**src/rtl/spl_pkg.sv**
```systemverilog
`timescale 1ns / 1ps
package spl_pkg;

  localparam int MAX_ENTRIES_DEF = 16;

  localparam int OP_W     = 2;
  localparam int PRI_W    = 8;
  localparam int TAG_W    = 16;
  localparam int POS_W    = 8;
  localparam int STATUS_W = 3;
  localparam int EPOS_W   = 5;

  typedef enum logic [OP_W-1:0] {
    OP_ADD  = 2'd0,
    OP_DEL  = 2'd1,
    OP_LIST = 2'd2,
    OP_NONE = 2'd3
  } op_t;

  typedef enum logic [STATUS_W-1:0] {
    STS_DONE          = 3'd0,
    STS_ALREADY_EMPTY = 3'd1,
    STS_BAD_POS       = 3'd2,
    STS_FULL          = 3'd3,
    STS_ENTRY         = 3'd4,
    STS_EMPTY         = 3'd5
  } status_t;

  typedef enum logic [3:0] {
    S_IDLE,
    S_ADD_RD,
    S_ADD_CMP,
    S_ADD_PUT,
    S_DEL_RD,
    S_DEL_WR,
    S_LIST_RD,
    S_LIST_EMIT,
    S_RESP
  } state_t;

  typedef struct packed {
    logic [PRI_W-1:0] pri;
    logic [TAG_W-1:0] tag;
  } entry_t;

endpackage

```
**src/rtl/spl_in_if.sv**
```systemverilog
`timescale 1ns / 1ps
interface spl_in_if;
  logic                       valid;
  logic                       ready;
  logic [spl_pkg::OP_W-1:0]   op;
  logic [spl_pkg::PRI_W-1:0]  priority_req;
  logic [spl_pkg::TAG_W-1:0]  task_tag;
  logic [spl_pkg::POS_W-1:0]  position;

  modport source (output valid, op, priority_req, task_tag, position, input ready);
  modport sink (input valid, op, priority_req, task_tag, position, output ready);
endinterface

```
**src/rtl/spl_out_if.sv**
```systemverilog
`timescale 1ns / 1ps
interface spl_out_if;
  logic                          valid;
  logic                          ready;
  logic [spl_pkg::STATUS_W-1:0]  status;
  logic [spl_pkg::EPOS_W-1:0]    entry_position;
  logic [spl_pkg::PRI_W-1:0]     entry_priority;
  logic [spl_pkg::TAG_W-1:0]     entry_tag;
  logic                          last;

  modport source (output valid, status, entry_position, entry_priority, entry_tag, last,
                  input ready);
  modport sink (input valid, status, entry_position, entry_priority, entry_tag, last,
                output ready);
endinterface

```
**src/rtl/sorted_priority_list.sv**
```systemverilog
`timescale 1ns / 1ps
// Add: each entry with a greater priority is moved up one place, then the new entry is written.
// Delete: each entry above the deleted one is moved down one place; one beat out.
// List: one beat per entry, each read through the single read port of the entry memory.
// One beat is taken at a time; the next is taken once the last result is registered.
// Reset clears the sequencer, the entry count and the output valid flag; the entry
// memory is not cleared, as only entries below the count are ever read.
module sorted_priority_list #(
  parameter int MAX_ENTRIES = spl_pkg::MAX_ENTRIES_DEF
) (
  input  logic         clk,
  input  logic         rst_n,
  spl_in_if.sink       in_ch,
  spl_out_if.source    out_ch
);
  import spl_pkg::*;

  localparam int CW = $clog2(MAX_ENTRIES + 1);
  localparam int AW = $clog2(MAX_ENTRIES);

  state_t           state_r, state_nxt;
  logic [CW-1:0]    count_r, count_nxt;
  logic [CW-1:0]    idx_r, idx_nxt;
  status_t          sts_r, sts_nxt;
  logic [PRI_W-1:0] pri_r;
  logic [TAG_W-1:0] tag_r;

  entry_t           mem [MAX_ENTRIES];
  entry_t           rdata_r;
  logic             mem_we, mem_re;
  logic [AW-1:0]    mem_waddr, mem_raddr;
  entry_t           mem_wdata;

  logic             out_valid_r;
  status_t          out_sts_r;
  logic [EPOS_W-1:0] out_pos_r;
  entry_t           out_ent_r;
  logic             out_last_r;

  logic             out_free, in_acc, load_out, load_last;
  status_t          load_sts;
  logic [EPOS_W-1:0] load_pos;
  entry_t           load_ent;
  op_t              in_op;
  logic             full, empty, bad_pos;
  logic             list_last;

  assign in_op     = op_t'(in_ch.op);
  assign in_acc    = in_ch.valid && in_ch.ready;
  assign out_free  = !out_valid_r || out_ch.ready;
  assign full      = (count_r == CW'(MAX_ENTRIES));
  assign empty     = (count_r == '0);
  assign bad_pos   = (in_ch.position == '0) || (in_ch.position > POS_W'(count_r));
  assign list_last = (CW'(idx_r + 1'b1) == count_r);

  // next state
  always_comb begin
    state_nxt = state_r;
    case (state_r)
      S_IDLE: begin
        if (in_acc) begin
          case (in_op)
            OP_ADD: begin
              if (full) state_nxt = S_RESP;
              else if (empty) state_nxt = S_ADD_PUT;
              else state_nxt = S_ADD_RD;
            end
            OP_DEL: begin
              if (empty || bad_pos) state_nxt = S_RESP;
              else if (POS_W'(count_r) == in_ch.position) state_nxt = S_RESP;
              else state_nxt = S_DEL_RD;
            end
            OP_LIST: begin
              if (empty) state_nxt = S_RESP;
              else state_nxt = S_LIST_RD;
            end
            default: state_nxt = S_IDLE;
          endcase
        end
      end
      S_ADD_RD: state_nxt = S_ADD_CMP;
      S_ADD_CMP: begin
        if (rdata_r.pri > pri_r) begin
          state_nxt = (idx_r == CW'(1)) ? S_ADD_PUT : S_ADD_RD;
        end else begin
          state_nxt = S_RESP;
        end
      end
      S_ADD_PUT: state_nxt = S_RESP;
      S_DEL_RD: state_nxt = S_DEL_WR;
      S_DEL_WR: begin
        state_nxt = (CW'(idx_r + 2'd2) < count_r) ? S_DEL_RD : S_RESP;
      end
      S_LIST_RD: state_nxt = S_LIST_EMIT;
      S_LIST_EMIT: begin
        if (out_free) state_nxt = list_last ? S_IDLE : S_LIST_RD;
      end
      S_RESP: begin
        if (out_free) state_nxt = S_IDLE;
      end
      default: state_nxt = S_IDLE;
    endcase
  end

  // outputs and datapath
  always_comb begin
    in_ch.ready = (state_r == S_IDLE);
    count_nxt   = count_r;
    idx_nxt     = idx_r;
    sts_nxt     = sts_r;
    mem_we      = 1'b0;
    mem_re      = 1'b0;
    mem_waddr   = idx_r[AW-1:0];
    mem_raddr   = idx_r[AW-1:0];
    mem_wdata   = '{pri: pri_r, tag: tag_r};
    load_out    = 1'b0;
    load_sts    = sts_r;
    load_pos    = '0;
    load_ent    = '0;
    load_last   = 1'b1;
    case (state_r)
      S_IDLE: begin
        if (in_acc) begin
          sts_nxt = STS_DONE;
          case (in_op)
            OP_ADD: begin
              idx_nxt = count_r;
              if (full) sts_nxt = STS_FULL;
            end
            OP_DEL: begin
              idx_nxt = CW'(in_ch.position - 1'b1);
              if (empty) sts_nxt = STS_ALREADY_EMPTY;
              else if (bad_pos) sts_nxt = STS_BAD_POS;
              else if (POS_W'(count_r) == in_ch.position) count_nxt = CW'(count_r - 1'b1);
            end
            OP_LIST: begin
              idx_nxt = '0;
              if (empty) sts_nxt = STS_EMPTY;
            end
            default: sts_nxt = sts_r;
          endcase
        end
      end
      S_ADD_RD: begin
        mem_re    = 1'b1;
        mem_raddr = AW'(idx_r - 1'b1);
      end
      S_ADD_CMP: begin
        mem_we = 1'b1;
        if (rdata_r.pri > pri_r) begin
          mem_wdata = rdata_r;
          idx_nxt   = CW'(idx_r - 1'b1);
        end else begin
          count_nxt = CW'(count_r + 1'b1);
        end
      end
      S_ADD_PUT: begin
        mem_we    = 1'b1;
        count_nxt = CW'(count_r + 1'b1);
      end
      S_DEL_RD: begin
        mem_re    = 1'b1;
        mem_raddr = AW'(idx_r + 1'b1);
      end
      S_DEL_WR: begin
        mem_we    = 1'b1;
        mem_wdata = rdata_r;
        idx_nxt   = CW'(idx_r + 1'b1);
        if (!(CW'(idx_r + 2'd2) < count_r)) count_nxt = CW'(count_r - 1'b1);
      end
      S_LIST_RD: begin
        mem_re = 1'b1;
      end
      S_LIST_EMIT: begin
        if (out_free) begin
          load_out  = 1'b1;
          load_sts  = STS_ENTRY;
          load_pos  = EPOS_W'(idx_r + 1'b1);
          load_ent  = rdata_r;
          load_last = list_last;
          idx_nxt   = CW'(idx_r + 1'b1);
        end
      end
      S_RESP: begin
        load_out = out_free;
      end
      default: begin
        load_out = 1'b0;
      end
    endcase
  end

  always_ff @(posedge clk) begin
    if (!rst_n) begin
      state_r     <= S_IDLE;
      count_r     <= '0;
      idx_r       <= '0;
      sts_r       <= STS_DONE;
      out_valid_r <= 1'b0;
    end else begin
      state_r <= state_nxt;
      count_r <= count_nxt;
      idx_r   <= idx_nxt;
      sts_r   <= sts_nxt;
      if (load_out) out_valid_r <= 1'b1;
      else if (out_ch.ready) out_valid_r <= 1'b0;
    end
  end

  always_ff @(posedge clk) begin
    if (in_acc) begin
      pri_r <= in_ch.priority_req;
      tag_r <= in_ch.task_tag;
    end
    if (load_out) begin
      out_sts_r  <= load_sts;
      out_pos_r  <= load_pos;
      out_ent_r  <= load_ent;
      out_last_r <= load_last;
    end
  end

  always_ff @(posedge clk) begin
    if (mem_we) mem[mem_waddr] <= mem_wdata;
    if (mem_re) rdata_r <= mem[mem_raddr];
  end

  assign out_ch.valid          = out_valid_r;
  assign out_ch.status         = out_sts_r;
  assign out_ch.entry_position = out_pos_r;
  assign out_ch.entry_priority = out_ent_r.pri;
  assign out_ch.entry_tag      = out_ent_r.tag;
  assign out_ch.last           = out_last_r;

  a_count_bound: assert property (@(posedge clk) disable iff (!rst_n)
    count_r <= CW'(MAX_ENTRIES))
    else $error("entry count beyond capacity");

  a_count_step: assert property (@(posedge clk) disable iff (!rst_n)
    ##1 (count_r == $past(count_r)) || (count_r == CW'($past(count_r) + 1'b1)) ||
        (count_r == CW'($past(count_r) - 1'b1)))
    else $error("entry count moved by more than one");

  a_waddr_range: assert property (@(posedge clk) disable iff (!rst_n)
    mem_we |-> (CW'(mem_waddr) < CW'(MAX_ENTRIES)))
    else $error("entry write outside list");

  a_last_idle: assert property (@(posedge clk) disable iff (!rst_n)
    (load_out && load_last) |=> (state_r == S_IDLE))
    else $error("final beat loaded but sequencer still busy");

  a_busy_no_take: assert property (@(posedge clk) disable iff (!rst_n)
    (state_r != S_IDLE) |-> !in_acc)
    else $error("beat taken while busy");

endmodule
```
**src/flat_wrapper.sv**
```systemverilog
// flat-port wrapper written by rule: the top's interface ports become plain ports
module sorted_priority_list_flat import spl_pkg::*;
#(
  parameter int MAX_ENTRIES = spl_pkg::MAX_ENTRIES_DEF
)
  (clk, rst_n, in_ch_valid, in_ch_op, in_ch_priority_req, in_ch_task_tag, in_ch_position, in_ch_ready, out_ch_valid, out_ch_status, out_ch_entry_position, out_ch_entry_priority, out_ch_entry_tag, out_ch_last, out_ch_ready);
  spl_in_if in_ch_i ();
  spl_out_if out_ch_i ();
  input  logic clk;
  input  logic rst_n;
  input wire logic [$bits(in_ch_i.valid)-1:0] in_ch_valid;
  input wire logic [$bits(in_ch_i.op)-1:0] in_ch_op;
  input wire logic [$bits(in_ch_i.priority_req)-1:0] in_ch_priority_req;
  input wire logic [$bits(in_ch_i.task_tag)-1:0] in_ch_task_tag;
  input wire logic [$bits(in_ch_i.position)-1:0] in_ch_position;
  output wire logic [$bits(in_ch_i.ready)-1:0] in_ch_ready;
  output wire logic [$bits(out_ch_i.valid)-1:0] out_ch_valid;
  output wire logic [$bits(out_ch_i.status)-1:0] out_ch_status;
  output wire logic [$bits(out_ch_i.entry_position)-1:0] out_ch_entry_position;
  output wire logic [$bits(out_ch_i.entry_priority)-1:0] out_ch_entry_priority;
  output wire logic [$bits(out_ch_i.entry_tag)-1:0] out_ch_entry_tag;
  output wire logic [$bits(out_ch_i.last)-1:0] out_ch_last;
  input wire logic [$bits(out_ch_i.ready)-1:0] out_ch_ready;
  assign in_ch_i.valid = in_ch_valid;
  assign in_ch_i.op = in_ch_op;
  assign in_ch_i.priority_req = in_ch_priority_req;
  assign in_ch_i.task_tag = in_ch_task_tag;
  assign in_ch_i.position = in_ch_position;
  assign in_ch_ready = in_ch_i.ready;
  assign out_ch_valid = out_ch_i.valid;
  assign out_ch_status = out_ch_i.status;
  assign out_ch_entry_position = out_ch_i.entry_position;
  assign out_ch_entry_priority = out_ch_i.entry_priority;
  assign out_ch_entry_tag = out_ch_i.entry_tag;
  assign out_ch_last = out_ch_i.last;
  assign out_ch_i.ready = out_ch_ready;
  sorted_priority_list #(.MAX_ENTRIES(MAX_ENTRIES)) u_core (.clk(clk), .rst_n(rst_n), .in_ch(in_ch_i), .out_ch(out_ch_i));
endmodule
```
**config.mk**
```make
export PLATFORM = sky130hd
export DESIGN_NAME = sorted_priority_list_flat
export DESIGN_NICKNAME = d
export VERILOG_FILES = /design/src/rtl/spl_pkg.sv /design/src/rtl/spl_in_if.sv /design/src/rtl/spl_out_if.sv /design/src/rtl/sorted_priority_list.sv /design/src/flat_wrapper.sv
export SDC_FILE = /design/constraint.sdc
export NUM_CORES = 1
export LEC_CHECK = 0
export BUFFER_PORTS_ARGS = -buffer_cell sky130_fd_sc_hd__clkbuf_2
export CAP_MARGIN = 20
export CORE_MARGIN = 2
export CORE_UTILIZATION = 35
export CTS_BUF_LIST = sky130_fd_sc_hd__clkbuf_2 sky130_fd_sc_hd__clkbuf_4 sky130_fd_sc_hd__clkbuf_8
export CTS_CLUSTER_SIZE = 25
export DETAILED_ROUTE_END_ITERATION = 10
export PLACE_DENSITY = 0.55
export SLEW_MARGIN = 20
export SYNTH_ARGS = -nofsm -noshare
export SYNTH_HDL_FRONTEND = slang
export SYNTH_SLANG_ARGS = --single-unit
```
**constraint.sdc**
```tcl
create_clock -name clk -period 4.84 [get_ports clk]
set_clock_uncertainty 0.15 [all_clocks]
set_input_delay 0.726 -clock clk [delete_from_list [all_inputs] [get_ports clk]]
set_output_delay 0.726 -clock clk [all_outputs]
set_load 0.05 [all_outputs]
```
---- Word-level counts from Yosys, hierarchy flattened ----
Memory sizes are Yosys's and may differ from the RTL's. A register that Yosys moved wholly into a read port is not among the register bits.
Index checks and enable logic that the tools add are counted.
W data, S select, Z words.
operators by class
  add/sub/neg operators ................... 6
  multipliers ............................. 0
  divide/modulo/power cells ............... 0
  order comparisons ....................... 3
  equality and inequality tests ........... 25
  shifts and indexed selects .............. 0
  mux-type cells .......................... 45
  bitwise logic cells ..................... 0
  reduce and logical (&&, ||, !) cells .... 20
operators by type and width
  operator               number
  $mux W5                10
  $pmux W24 S2           1
  $pmux W5 S4            2
  $mux W4                9
  $pmux W4 S9            1
  $mux W24               1
  $eq A4 B3 Y1 const B   4
  $mux W3                5
  $pmux W5 S3            1
  $sub A5 B1 Y5 const B  3
  $ne A2 B2 Y1 const B   7
  $pmux W4 S3            1
  $add A5 B1 Y5 const B  2
  $pmux W3 S3            1
  $eq A4 B2 Y1 const B   2
  $eq A5 B8 Y1           1
  $gt A8 B5 Y1           1
  $gt A8 B8 Y1           1
  $logic_not A8 Y1       1
  $mux W2                4
  $pmux W4 S2            1
  $reduce_and A8 Y1      1
  $reduce_bool A4 Y1     2
  $mux W1                7
  24 further kinds       30
word-level totals
  bits in registers ....................... 75
  bits in latches ......................... 0
  memory bits (writable) .................. 384
  memory bits (read-only) ................. 0
  output and inout bits ................... 35
  word-level logic and storage cells ...... 112
  memories ................................ 1
memories
  name        words  width  read ports  clocked after memory_dff  wr ports  line                        text
  u_core.mem  16     24     1           1                         1         sorted_priority_list.sv:28  entry_t mem [MAX_ENTRIES];

---- Logic depth before layout (Yosys ltp) ----
Gate-level depths: netlist of run 1.
  depth after elaboration ................. 7
  depth in mapped cells ................... 12
  gate-level depth less buffers ........... 9

---- Worst setup path after synthesis of run 1 ----
Ideal clock, no wire load.
  path kind ............................... register to register
  start ................................... register u_core.state_r[3]
  end ..................................... register u_core.idx_r[2]
  library setup time ...................... 0.059 ns
  arrival time ............................ 3.438 ns
  required time ........................... 4.631 ns
  setup slack ............................. 1.192 ns
  stages on the path, launching flop included .. 7
  buffers on the path ..................... 1
  path through ............................ dfxtp_1 buf_2 nor4_2 and2_1 o21ai_0 a221oi_1 o221a_2
between the ends
  word-level cells in the longest chain between the ends .. 4
  elaborated cells between the ends (all ways) .. 12
  classes of those cells .................. 7 x eq/ne; 1 x mux; 4 x reduce/logical
ends and longest elaborated chain
  item                                line                         text
  start, declared                     sorted_priority_list.sv:21   state_t state_r, state_nxt;
  start signal, assigned              sorted_priority_list.sv:201  state_r <= state_nxt;
  $logic_not A4 Y1                    sorted_priority_list.sv:107  in_ch.ready = (state_r == S_IDLE);
  named net in_ch_ready               flat_wrapper.sv:16           output wire logic [$bits(in_ch_i.ready)-1:0] in_ch_ready;
  $logic_and A1 B1 Y1                 sorted_priority_list.sv:49   assign in_acc = in_ch.valid && in_ch.ready;
  named net u_core.in_acc             sorted_priority_list.sv:40   logic out_free, in_acc, load_out, load_last;
  $ne A2 B2 Y1 (no source line)       --
  $reduce_and A5 Y1 (no source line)  --
  end signal, assigned                sorted_priority_list.sv:203  idx_r <= idx_nxt;
  end, declared                       sorted_priority_list.sv:23   logic [CW-1:0] idx_r, idx_nxt;
The timed path passes the listed nets, and every way through them passes these cells.
A chain may end at the register's enable or synchronous reset.

---- Worst setup path after layout of run 1 ----
  start ................................... register u_core.state_r[2]
  end ..................................... register, netlist name u_core.rdata_r[13]
between the ends
  word-level cells in the longest chain between the ends .. 3
  elaborated cells between the ends (all ways) .. 6
  classes of those cells .................. 3 x eq/ne; 2 x mux; 1 x reduce/logical
ends and longest elaborated chain
  item                                                 line                         text
  $eq A4 B3 Y1 / $eq A4 B1 Y1 (equally long branches)  sorted_priority_list.sv:121  case (state_r)
  $reduce_or A3 Y1 (no source line)                    --
  $mux W1                                              sorted_priority_list.sv:121
Several ways; a longest one is shown, not always the timed one.

==> results of run 1 <==
-- path summary, 6_finish.rpt --
path              depth (start not counted)                   from                  to  slack [ns]
hold reg to reg                           2        u_core.sts_r[2]     u_core.sts_r[2]        0.31
setup / recovery                          7      u_core.state_r[2]  u_core.rdata_r[13]        1.09
hold / removal                            1  in_ch_priority_req[0]     u_core.pri_r[0]        0.12
setup reg to reg                          7      u_core.state_r[2]  u_core.rdata_r[13]        1.09
-- critical path: cells and delay by family, from the launching register on --
family	cells	cell delay (ns)
DFF	1	0.76
buffers and inverters	1	0.29
and+or+nand+nor	1	0.42
muxes	3	0.84
AOI/OAI and AO/OA	1	0.23
xor gates and xnor gates	1	0.74
-- where the power goes --
| group | internal [µW] | switching (µW) | total [µW] |
|---|---|---|---|
| combinational | 471 | 641 | 1110 |
| clock | 2000 | 1620 | 3620 |
| sequential | 4730 | 59.0 | 4790 |
-- through the flow --
step / setup WS, ns / utilization [%] / hold WS [ns]
after detailed placement: 1.10 / 38.4 / 0.305
final: 1.09 / 41.3 / 0.116
after global placement: 1.15 / 38.4 / 0.297
after CTS: 1.08 / 41.3 / 0.0543
after global routing: 0.837 / 41.3 / 0.0608
after floorplan: 1.19 / - / 0.277
-- state kept, by name, summed over array words and instances, names as in the netlist --
| signal | cells |
|---|---|
| u_core.out_ch.valid | 1 |
| u_core.tag_r | 16 |
| u_core.count_r | 5 |
| u_core.pri_r | 8 |
| u_core.mem | 384 |
| u_core.out_ch.entry_tag | 16 |
| u_core.out_ch.last | 1 |
| u_core.out_ch.entry_priority | 8 |
| u_core.out_ch.entry_position | 5 |
| u_core.sts_r | 3 |
| u_core.out_ch.status | 3 |
| u_core.idx_r | 5 |
| u_core.state_r | 4 |
| u_core.rdata_r | 24 |
-- layer usage --
metal | up-vias | global-route usage (%) | part of all wire, %
li1 | 4601 | - | -
met1 | 5448 | 22.5 | 44
met2 | 257 | 27.4 | 49
met3 | 67 | 3.38 | 4.5
met4 | 0 | 5.14 | 2.0
met5 | - | 0 | 0
-- layout make-up --
type,count,area (µm²),share of cell area [%]
clock buffer,117,1420,6.09
clock inverter,34,215,0.926
inverter,26,97.6,0.420
multi-input combinational,500,5410,23.3
sequential,483,14300,61.6
tap,756,946,4.07
timing repair buffer,108,831,3.57
-- cell families after synthesis --
family / after synthesis / share of synthesized area (%)
flops: 483 / 72.0
mux: 195 / 16.0
simple gates: 151 / 3.89
compound gates: 99 / 3.24
buf+inv: 77 / 1.67
fa+ha+maj: 36 / 2.30
xor+xnor: 19 / 0.874
-- cell usage in the layout (no fill, tap or decap), drive strengths merged, types with 4 or more instances in the layout --
master and count:
xnor2 12, o22ai 4, nor4 5, nor2 36, dfxtp 18, edfxtp 465, o21a 5, nand4 5
nand2 32, and3 26, buf 36, mux2i 75, nor2b 6, o211ai 5, nand3 10, mux4 96
nor3 10, a31oi 8, mux2 24, a21o 7, nand2b 7, ha 35, inv 28, o21ai 23
xor2 7, clkinv 27, clkbuf 189, a21oi 25
-- cells in the mapped netlist, drive strengths merged, types with 12 or more instances --
cell and n:
edfxtp 465, nor2 36, ha 35, clkbuf 23
inv 26, o21ai 23, and3 26, nand2 32
mux2 24, mux4 96, a21oi 25, mux2i 75
dfxtp 18, xnor2 12, buf 28
==> impl_metrics.toml, run 1 <==
[run_status]
run_status = "completed"

[power_and_ir_drop]
irDropWorstVdd_mv = 0.184
p_per_area_nw_per_um2 = 409
fin_total_pwr_uw = 9520
leakagePower_uw = 0.00795

[placement]
placedCellCount = 1873
port_buffers = 72
place.gp.congestion = 0.804
place_hpwl_um = 27400
placed_area_um2 = 21600

[finish]
diodes = 0
layout.nets = 1276
fillers = 5048
final_cells = 2024
fin_area_um2 = 23200
drive_gt1_share_pct = 31.2
area_growth_pct = 16.9

[timing]
setup_viol = 0
grt_setup_unrepaired = "false"
fin_crit_sh_pct = 77.5
drv_slew = 0
fmax_mhz = 267
tightest_slew_ns = 1.11
finalSetupTns_ns = 0
finalHoldViolCount = 0
slew_headroom_pct = 25.9
period_needed_ns = 3.75

[clocking]
clkSinkCount = 483
cts_setup_buffers = 0
clk_root_buffer_cell = "clkbuf_8"
cts_tree = "yes"
insertion_delay_ns = 0.64
clkTransAtPathRegs_ns = 0.06
cts_hold_buf = 0
cts_buffer_depth = 3
cts_buffers = 83
cts_htree_levels = 3
ctsResizeCount = 0

[route]
drc = 0
wire_per_inst_um = 24.0
dr.pass1.iters = 5
detail_route.vias_per_cell = 5.13
ant_nets = 0
drtIter0Drc = 780
num_vias = 10400
wl_um = 48700

[yosys]
syn_inst = 1060
synth.top_cell.area_share_pct = 70.2
synth_nets = 1134
synth-warning-count = 0
synth_area_leaders = "edfxtp_1 70%, mux4_2 11%, mux2i_1 3.8%"
dominantRegCellSynth = "edfxtp_1"
synth_top_area_cell = "edfxtp_1"
synth_cell_types = 59
netlist_area_um2 = 19900
synth-edff-count = 465
ys_ff_latch = 483
syn_avg_cell_area_um2 = 18.8
yosysSeqAreaShare_pct = 72.0
async_reset_ff_share_pct = 0

[critical_path]
cpMostUsedCell = "mux2i_1"
crit_path_top_delay_cell = "dfxtp_1"
path_class = "register to register"
critPathMaxStageDelay_ns = 0.76
cp_max_fo = 21
cp-end-kind = "register"
critPathRequiredTime_ns = 5.05
cp-start-kind = "register"
path_cells = "nor2b_1, o21ai_1, xnor2_4, buf_12, mux4_2, mux2i_1, mux2i_1"
worst_ep_arrival_time_ns = 3.96

[die]
die_w_um = 242
pin_count = 73
num_rows = 87
die-area_um2 = 58800
floorplan.initialDensity_pct = 35.3
die_h_um = 242
fp.coreArea_um2 = 56300

[grt]
grt_pass1_vias = 11000
grt_first_pass_wirelength_um = 72000
grt_max_degree = 49
grtUsageTotal_pct = 16.7
antenna_found_initial = 2
overflow = 0

[hold_path]
hold_path.class = "input pin to register"

[run]
maxCapViolCount = 0
No activity file was read; power rests on OpenSTA's default activity.
==> inputs of run 2 (changes only) <==
Settings changed: PLACE_DENSITY 0.55 to 0.57.
Clock period 4.84 ns to 3.4 ns, I/O delays scaled along.
==> impl_metrics.toml, run 2 (same netlist as run 1, synthesis figures left out) <==
[finish]
area_growth_pct = 18.9
layout.nets = 1315
largest_register_ffs = 384
fillers = 5024
fin_area_um2 = 23700
mostFrequentLayoutCell = "edfxtp_1"
largest_register = "u_core.mem"
final_cell_mix = "465 x edfxtp_1, 96 x mux4_2, 85 x clkbuf_8"
diodes = 0
multi_input_area_um2 = 5450
top_regs = "u_core.mem (384), u_core.rdata_r (24)"
post-route-util_pct = 42.0
drive_gt1_share_pct = 30.7
seqCellArea_um2 = 14300

[clocking]
cts_buffers = 80
clkTransAtPathRegs_ns = 0.06
cts_buffer_depth = 3
cts_tree = "yes"
clk_root_buffer_cell = "clkbuf_8"
clkSinkCount = 483
insertion_delay_ns = 0.64
cts_htree_levels = 3

[placement]
place.gp.congestion = 0.835
place_hpwl_um = 26400
placed_area_um2 = 21900
port_buffers = 72

[timing]
tightest_slew_ns = 0.734
period_needed_ns = 3.14
grt_setup_unrepaired = "false"
finalSetupTns_ns = 0
holdWs_ns = 0.0729
fin_crit_sh_pct = 92.3
drv_slew = 0
slew_headroom_pct = 51.0
fmax_mhz = 319
setup_viol = 0
finalHoldViolCount = 0

[hold_path]
min_to = "u_core.sts_r[2]"
min_delay_path_depth = 3
hold_path.class = "input pin to register"
worstHoldStart = "in_ch_valid"

[die]
num_rows = 87
die_h_um = 242
fp.coreArea_um2 = 56300
pin_count = 73
die-area_um2 = 58800
die_w_um = 242
floorplan.initialDensity_pct = 35.3

[critical_path]
critPathRequiredTime_ns = 3.58
path_cells = "ha_1, nor2b_1, o21a_1, o21a_1, o21bai_1, a211oi_2, nor2_4, buf_12, mux2_2"
path_class = "register to register"
rrSetupSlack_ns = 0.26
r2r_end = "u_core.mem[10][6]"
critPathMaxStageDelay_ns = 0.49
cp-end-kind = "register"
cp_max_fo = 24
cp-start-kind = "register"
cpMostUsedCell = "o21a_1"
r2r-start = "u_core.rdata_r[17]"
crit_path_top_delay_cell = "mux2_2"
worst_ep_arrival_time_ns = 3.32
ff2ff_path_depth = 9

[grt]
grt_max_degree = 39
grtUsageTotal_pct = 17.0
grt_pass1_vias = 11000
antenna_found_initial = 1
grt_first_pass_wirelength_um = 72400
overflow = 0

[route]
detail_route.vias_per_cell = 5.15
drc = 0
wire_per_inst_um = 24.0
wl_um = 49300
num_vias = 10600
ant_nets = 0
dr.pass1.iters = 5
drtIter0Drc = 881

[power_and_ir_drop]
p_per_area_nw_per_um2 = 565
irDropWorstVdd_mv = 0.235
leakagePower_uw = 0.00810

[run]
maxCapViolCount = 0

[run_status]
run_status = "completed"
run 2: worst max-delay path: cells and delay by family, from the launching register on:
family,cells,cell delay (ns)
buffers and inverters,1,0.24
flip-flops,1,0.42
multiplexers,1,0.49
adder cells (fa/ha/maj),1,0.33
AND/OR/NAND/NOR,2,0.33
AO/OA/AOI/OAI,4,0.86
run 2: worst max path at each step:
| stage | from | endpoint | depth (start not counted) |
|---|---|---|---|
| 6_report | u_core.rdata_r[17] | u_core.mem[10][6] | 9 |
| 5_1_grt | u_core.rdata_r[17] | u_core.mem[5][4] | 9 |
| 4_1_cts | u_core.rdata_r[17] | u_core.mem[12][3] | 9 |
| 3_5_place_dp | u_core.rdata_r[17] | u_core.mem[7][8] | 9 |
| 3_3_place_gp | u_core.state_r[1] | u_core.rdata_r[8] | 7 |
| 2_1_floorplan | u_core.state_r[3] | u_core.idx_r[2] | 6 |
run 2: what timing repair did:
| item | CTS | global route |
|---|---|---|
| buffers inserted | 0 | 0 |
| resized for setup | 0 | 0 |
| hold endpoints to repair | 24 | 0 |
| hold buffers | 24 | 0 |
run 2: report_power, final:
| group | internal (µW) | leakage [µW] | switching [µW] |
|---|---|---|---|
| registers | 6730 | 0.00432 | 62.7 |
| clock network | 2680 | 0.000807 | 2240 |
| logic | 713 | 0.00297 | 941 |
run 2: layout make-up:
cell class | instances | area share (%)
Sequential cell | 483 | 60.5
Multi-Input combinational cell | 500 | 23.0
Clock buffer | 113 | 5.83
Tap cell | 756 | 4.00
Timing Repair Buffer | 150 | 5.57
Inverter | 26 | 0.413
Clock inverter | 26 | 0.603
run 2: metal layers:
layer | global-route usage, % | vias up | wire, µm
met5 | 0 | - | 0
met4 | 5.56 | 0 | 1200
met3 | 3.43 | 88 | 2550
met2 | 29.3 | 332 | 25100
met1 | 21.4 | 5493 | 20400
li1 | - | 4668 | -
run 2: metrics by stage:
stage	instances	power (µW)	setup slack [ns]
CTS	2054	13500	0.262
finish	2054	13400	0.261
floorplan	1060	8050	0.119
detailed placement	1891	8570	0.306
global placement	1891	8550	0.370
global route	2054	13900	0.105
